[src/rtl/apu_pkg.sv]
`default_nettype none

package apu_pkg;

    parameter int CHANNELS   = 4;
    parameter int BYTE_W     = 8;
    parameter int PIX_W      = CHANNELS * BYTE_W;
    parameter int CFG_DATA_W = 16;
    parameter int CFG_IDX_W  = 2;

    typedef enum logic [CFG_IDX_W-1:0] {
        REG_CHANNEL_COUNT = 2'd0,
        REG_IMAGE_WIDTH   = 2'd1,
        REG_IMAGE_HEIGHT  = 2'd2
    } t_cfg_reg;

    // per-item control handed to the predictor
    typedef struct packed {
        logic                first_row;
        logic                first_col;
        logic [CHANNELS-1:0] ch_en;
    } t_pred_ctl;

endpackage

`default_nettype wire

[src/rtl/apu_predict.sv]
`default_nettype none

module apu_predict
    import apu_pkg::*;
(
    input  wire logic [PIX_W-1:0] i_residual,
    input  wire logic [PIX_W-1:0] i_left,
    input  wire logic [PIX_W-1:0] i_above,
    input  wire t_pred_ctl        i_ctl,
    output logic      [PIX_W-1:0] o_pixel
);

    always_comb begin
        logic [BYTE_W-1:0] res;
        logic [BYTE_W-1:0] lft;
        logic [BYTE_W-1:0] abv;
        logic [BYTE_W:0]   sum;
        logic [BYTE_W-1:0] pred;
        o_pixel = '0;
        for (int c = 0; c < CHANNELS; c++) begin
            res = i_residual[c*BYTE_W +: BYTE_W];
            lft = i_left[c*BYTE_W +: BYTE_W];
            abv = i_above[c*BYTE_W +: BYTE_W];
            sum = {1'b0, lft} + {1'b0, abv};
            if (i_ctl.first_row && i_ctl.first_col) begin
                pred = '0;
            end else if (i_ctl.first_row) begin
                pred = lft;
            end else if (i_ctl.first_col) begin
                pred = abv;
            end else begin
                pred = sum[BYTE_W:1];
            end
            if (i_ctl.ch_en[c]) begin
                o_pixel[c*BYTE_W +: BYTE_W] = res + pred;
            end
        end
    end

endmodule

`default_nettype wire

[config.mk]
export PLATFORM = sky130hd
export DESIGN_NAME = apu_predict
export DESIGN_NICKNAME = d
export VERILOG_FILES = /design/src/rtl/apu_pkg.sv /design/src/rtl/apu_predict.sv
export SDC_FILE = /design/constraint.sdc
export NUM_CORES = 1
export LEC_CHECK = 0
export ABC_AREA = 1
export BUFFER_PORTS_ARGS = -buffer_cell sky130_fd_sc_hd__buf_4
export CORE_AREA = 2 2 79 81
export DETAILED_ROUTE_END_ITERATION = 8
export DIE_AREA = 0 0 81 83
export PLACE_DENSITY = 0.91
export SLEW_MARGIN = 15
export SYNTH_ARGS = -nofsm -noshare
export SYNTH_HDL_FRONTEND = slang
export SYNTH_SLANG_ARGS = --single-unit
export TNS_END_PERCENT = 100
[constraint.sdc]
create_clock -name vclk -period 7.59
set_clock_uncertainty 0.05 [all_clocks]
set_input_delay 1.518 -clock vclk [all_inputs]
set_output_delay 1.518 -clock vclk [all_outputs]
set_load 0.02 [all_outputs]
# After elaboration in Yosys (flattened, before gate mapping)
# Index checks and enable logic that the tools add are counted.
# word_totals
reg_bits,0
latchBits,0
mem_bits_rw,0
mem_bits_ro,0
input_bits,102
output_inout_bits,32
wordCells,25
n_memories,0
# op_classes
addsub,8
mul,0
div,0
n_lt_le_gt_ge,0
eq_ne,0
n_shift,0
mux,16
bitwise_logic,0
reduce_logical,1
# op_table
operator,count
$mux 8,16
$add 8x8->9,4
$add 8x8->8,4
$logic_and 1x1->1,1

# Logic depth before layout (Yosys ltp)
# depth
ltp_word,6
mapped_depth,20

# Worst setup path after synthesis
# OpenSTA, ideal clock, no wires.
# synth_path
kind,input port to output port
startpoint,input port i_left[16]
endpoint,output port o_pixel[22]
arrival_ps,3743
required_time_ps,6022
path_slack_ps,2279
cell_stages,20
path_cell_list,nand2_1 > inv_1 > fa_1 > nand2_1 > nand2_1 > nand2_1 > xor2_1 > nand2_1 > o21ai_0 > a21oi_1 > ha_1 > nand3_1 > nand3_1 > nand2_1 > inv_1 > nor2_1 > nor2_1 > nor2_1 > o21ai_0 > a21oi_1
# synth_via
elab_chain_len,6
# synth_rtl
element,line_no,rtl
"start, declared",apu_predict.sv:7,"input wire logic [PIX_W-1:0] i_left,"
$add 8x8->9,apu_predict.sv:24,"sum = {1'b0, lft} + {1'b0, abv};"
$mux 8,apu_predict.sv:29,end else if (i_ctl.first_col) begin
$mux 8 *,apu_predict.sv:27,end else if (i_ctl.first_row) begin
$mux 8 *,apu_predict.sv:25,if (i_ctl.first_row && i_ctl.first_col) begin
$add 8x8->8 *,apu_predict.sv:35,o_pixel[c*BYTE_W +: BYTE_W] = res + pred;
$mux 8 *,apu_predict.sv:34,if (i_ctl.ch_en[c]) begin
"end, declared",apu_predict.sv:10,output logic [PIX_W-1:0] o_pixel
# Every way passes the cells marked *; elsewhere a longest branch is shown, timed or not.

# Final worst setup path
# layout_path
startpoint,input port i_ctl[5] (netlist name)
endpoint,output port o_pixel[30]
# layout_via
elab_chain_len,4
word_cells_on_any_way,5
# layout_rtl
element,line_no,rtl
"start, declared",apu_predict.sv:9,"input wire t_pred_ctl i_ctl,"
$mux 8 or $logic_and 1x1->1 (tied branches),"apu_predict.sv:27, apu_predict.sv:25",
$mux 8 *,apu_predict.sv:25,
$add 8x8->8 *,apu_predict.sv:35,
$mux 8 *,apu_predict.sv:34,
# Marked as above.

==> impl_metrics.prom <==
# TYPE chip_impl_metric gauge
chip_impl_metric{name="register_area",unit="µm²"} 0
chip_impl_metric{name="design.final.nets",unit=""} 876
chip_impl_metric{name="global_route.overflow_total",unit=""} 0
chip_impl_metric{name="ys_warn_count",unit=""} 0
chip_impl_metric{name="synth_compound_gate_area_share",unit="%"} 27.71
chip_impl_metric{name="static-leakage-power",unit="nW"} 2.418
chip_impl_metric{name="drive_above_1_share",unit="%"} 20.62
chip_impl_metric{name="post_synthesis_share_of_cell_area_spent_on_xor_and_xnor_gates",unit="%"} 1.625
chip_impl_metric{name="final_weighted_congestion_in_routability_driven_placement",unit=""} 0.8806
chip_impl_info{name="min_path_type",value="in2out"} 1
chip_impl_metric{name="grt_util_all_layers",unit="%"} 28.60
chip_impl_metric{name="design.seq.count",unit=""} 0
chip_impl_metric{name="buf_inv_stages_crit_path",unit=""} 4
chip_impl_metric{name="core_area",unit="mm²"} 0.005816
chip_impl_info{name="status",value="finished clean"} 1
chip_impl_metric{name="port_buffers",unit=""} 134
chip_impl_metric{name="dr.first_iter.drc_count",unit=""} 297
chip_impl_metric{name="design_power_total",unit="mW"} 0.3757
chip_impl_metric{name="drt-wirelength-per-cell",unit="µm"} 12.67
chip_impl_metric{name="vias_per_cell",unit=""} 5.506
chip_impl_metric{name="drc",unit=""} 0
chip_impl_info{name="hold_end",value="o_pixel[16]"} 1
chip_impl_info{name="synth_top_area_cell",value="sky130_fd_sc_hd__ha_1"} 1
chip_impl_metric{name="total_half_perimeter_wirelength_after_legalization_and_detailed_placement",unit="µm"} 8101
chip_impl_metric{name="syn2layout_area_growth",unit="%"} 31.66
chip_impl_info{name="timing_worst_setup_path_type",value="in2out"} 1
chip_impl_metric{name="route.vias.total",unit=""} 4311
chip_impl_metric{name="grt_pass1_wl",unit="µm"} 16450
chip_impl_info{name="setup_repair_after_global_routing_missed_its_margin",value="no"} 1
chip_impl_metric{name="number_of_distinct_library_cells_after_synthesis",unit=""} 27
chip_impl_metric{name="cp_data_required_time",unit="ns"} 6.02
chip_impl_metric{name="postLayoutCellArea",unit="mm²"} 0.004257
chip_impl_metric{name="initial_core_util",unit="%"} 55.59
chip_impl_metric{name="power.ir.vdd_worst",unit="mV"} 0.06176
chip_impl_metric{name="pin_count_of_the_biggest_net_entering_global_routing",unit=""} 36
chip_impl_info{name="timing.critical_path.max_delay_family",value="buffers and inverters"} 1
chip_impl_info{name="worst_path_most_repeated_cell",value="sky130_fd_sc_hd__nor2_1"} 1
chip_impl_info{name="critPathCaptureType",value="output pin"} 1
chip_impl_metric{name="postCtsHoldBufs",unit=""} 0
chip_impl_metric{name="cpPeakStageDelay",unit="ns"} 0.69
chip_impl_metric{name="proportion_of_synthesized_chip_area_in_sequential_cells",unit="%"} 0
chip_impl_metric{name="antenna_violations_before_repair",unit=""} 0
chip_impl_metric{name="syn_avg_cell_area",unit="µm²"} 5.489
chip_impl_metric{name="final_period_minus_worst_setup_slack",unit="ns"} 5.945
chip_impl_metric{name="postCtsSetupBuffers",unit=""} 0
chip_impl_metric{name="dpl_cell_area",unit="mm²"} 0.004257
chip_impl_metric{name="synth_top_area_share",unit="%"} 21.67
chip_impl_info{name="worstPathCellList",value="buf_4 > inv_1 > nor2_2 > nand2_1 > o21ai_0 > ha_1 > fa_1 > nand3_1 > nand3_1 > nand2_1 > inv_1 > nor2_1 > nor2_1 > nor2_1 > o21ai_0 > a21oi_1 > buf_4"} 1
chip_impl_metric{name="post_synth_fa_ha_maj_area_fraction",unit="%"} 26.63
chip_impl_metric{name="worst_hold_path.num_cells",unit=""} 4
chip_impl_metric{name="period_share",unit="%"} 78.32
chip_impl_metric{name="power-per-cell-area",unit="mW/mm²"} 88.25
chip_impl_metric{name="hold_ws",unit="ns"} 3.327
chip_impl_metric{name="timing.setup.tns",unit="ns"} 0
chip_impl_metric{name="worst-slew-pin-transition",unit="ns"} 0.8858
chip_impl_metric{name="net_count_of_the_mapped_netlist",unit=""} 755
chip_impl_info{name="synth_top_family_by_area",value="simple AND/OR/NAND/NOR gates"} 1
chip_impl_metric{name="num_rows",unit=""} 28
chip_impl_info{name="critPathSlowestCell",value="sky130_fd_sc_hd__inv_1"} 1
chip_impl_metric{name="synth_area_in_simple_gates",unit="%"} 33.75
chip_impl_info{name="worst_setup_path_start_kind",value="primary input"} 1
chip_impl_metric{name="num-clock-buffers",unit=""} 0
chip_impl_metric{name="timing.slew.headroom",unit="%"} 40.88
chip_impl_metric{name="die_area",unit="mm²"} 0.006723
chip_impl_metric{name="via_count_of_the_first_global_routing_pass",unit=""} 4011
chip_impl_info{name="synth.top_cells.by_area",value="sky130_fd_sc_hd__ha_1 22%, sky130_fd_sc_hd__nand2_1 16%, sky130_fd_sc_hd__a21oi_1 15%, sky130_fd_sc_hd__o21ai_0 10%, sky130_fd_sc_hd__inv_1 7.7%"} 1
chip_impl_metric{name="ios",unit=""} 134
chip_impl_metric{name="critical_path_arrival",unit="ns"} 4.38
chip_impl_metric{name="floorplan.die.height",unit="µm"} 83
chip_impl_metric{name="postSynthCellCount",unit=""} 589
chip_impl_metric{name="ctsResizeCount",unit=""} 0
chip_impl_metric{name="horizontal_die_dimension",unit="µm"} 81
chip_impl_metric{name="drtPass1Iterations",unit=""} 5
chip_impl_metric{name="post_synth_instance_area",unit="mm²"} 0.003233
chip_impl_metric{name="final_hold_viol_count",unit=""} 0
chip_impl_metric{name="critPathMaxFanout",unit=""} 31
chip_impl_metric{name="slew_viol_final",unit=""} 0
chip_impl_info{name="worstHoldStart",value="i_ctl[2]"} 1
chip_impl_metric{name="ant_nets",unit=""} 0
chip_impl_metric{name="max_cap_viol_count",unit=""} 0
chip_impl_metric{name="antennaDiodeCount",unit=""} 0
chip_impl_metric{name="share_of_synthesized_area_spent_on_multiplexers",unit="%"} 0
chip_impl_metric{name="totalWireLength",unit="µm"} 9919
chip_impl_metric{name="setup_viols_final",unit=""} 0
chip_impl_metric{name="achievable-frequency",unit="GHz"} 0.1682
==> Yosys cell counts (4+ instances only) <==
master,n
sky130_fd_sc_hd__a21boi_0,4
sky130_fd_sc_hd__a21oi_1,96
sky130_fd_sc_hd__buf_2,7
sky130_fd_sc_hd__clkbuf_1,5
sky130_fd_sc_hd__fa_1,8
sky130_fd_sc_hd__ha_1,56
sky130_fd_sc_hd__inv_1,66
sky130_fd_sc_hd__nand2_1,141
sky130_fd_sc_hd__nand3_1,44
sky130_fd_sc_hd__nor2_1,59
sky130_fd_sc_hd__nor2_2,5
sky130_fd_sc_hd__o21ai_0,65
sky130_fd_sc_hd__o21ai_1,6
sky130_fd_sc_hd__o21bai_1,4
sky130_fd_sc_hd__or2_2,4
sky130_fd_sc_hd__xor2_1,4
==> stage by stage <==
stage,cells,worst slack (ns),util [%]
final,783,1.645,73.19
after global routing,783,1.331,73.19
after CTS,783,1.692,73.19
after detailed placement,783,1.695,73.19
after global placement,783,1.772,73.19
after floorplan,589,2.279,-
==> cell families after synthesis <==
kind of cell    Yosys count
compound gates          175
xor+xnor                  6
fa+ha+maj                64
buf+inv                  82
simple gates            262
==> how the worst max path moves through the flow <==
stage | start | to | slack (ns) | cells after the start
floorplan | i_left[16] | o_pixel[22] | 2.28 | 20
global placement | i_ctl[5] | o_pixel[6] | 1.77 | 17
global route | i_ctl[5] | o_pixel[6] | 1.33 | 17
finish | i_ctl[5] | o_pixel[30] | 1.65 | 17
detailed placement | i_ctl[5] | o_pixel[22] | 1.69 | 17
CTS | i_ctl[5] | o_pixel[14] | 1.69 | 17
==> routing by layer <==
metal / vias up / global-route usage, % / wire length, µm
met4: 0 / 4.931 / 102
met2: 162 / 54.55 / 5015
li1: 2225 / - / -
met1: 1910 / 33.20 / 4052
met3: 14 / 3.913 / 748
met5: - / 0 / 0
==> placed cells by master, fill, tap and decap left out, types with 4 or more instances in the layout <==
cell type and count:
sky130_fd_sc_hd__nand2_1 141, sky130_fd_sc_hd__buf_4 134, sky130_fd_sc_hd__a21oi_1 96, sky130_fd_sc_hd__inv_1 66, sky130_fd_sc_hd__o21ai_0 65, sky130_fd_sc_hd__nor2_1 59
sky130_fd_sc_hd__ha_1 56, sky130_fd_sc_hd__nand3_1 44, sky130_fd_sc_hd__fa_1 8, sky130_fd_sc_hd__o21ai_1 6, sky130_fd_sc_hd__nor2_2 5, sky130_fd_sc_hd__o21bai_1 4
sky130_fd_sc_hd__a21boi_0 4, sky130_fd_sc_hd__xor2_1 4, sky130_fd_sc_hd__or2_2 4
==> power breakdown <==
group / internal (mW) / leakage (nW) / switching [mW]
clock: 0 / 0 / 0
sequential: 0 / 0 / 0
combinational: 0.161 / 2.42 / 0.214
total: 0.161 / 2.42 / 0.214
==> final cells by class <==
cell class                 count  area (µm²)
fill                         538        1559
inverter                      67       256.5
multi-input combinational    507        2900
tap                           75       93.84
timing repair buffer         134        1006
Note: power is estimated with default switching activity, not from simulation.
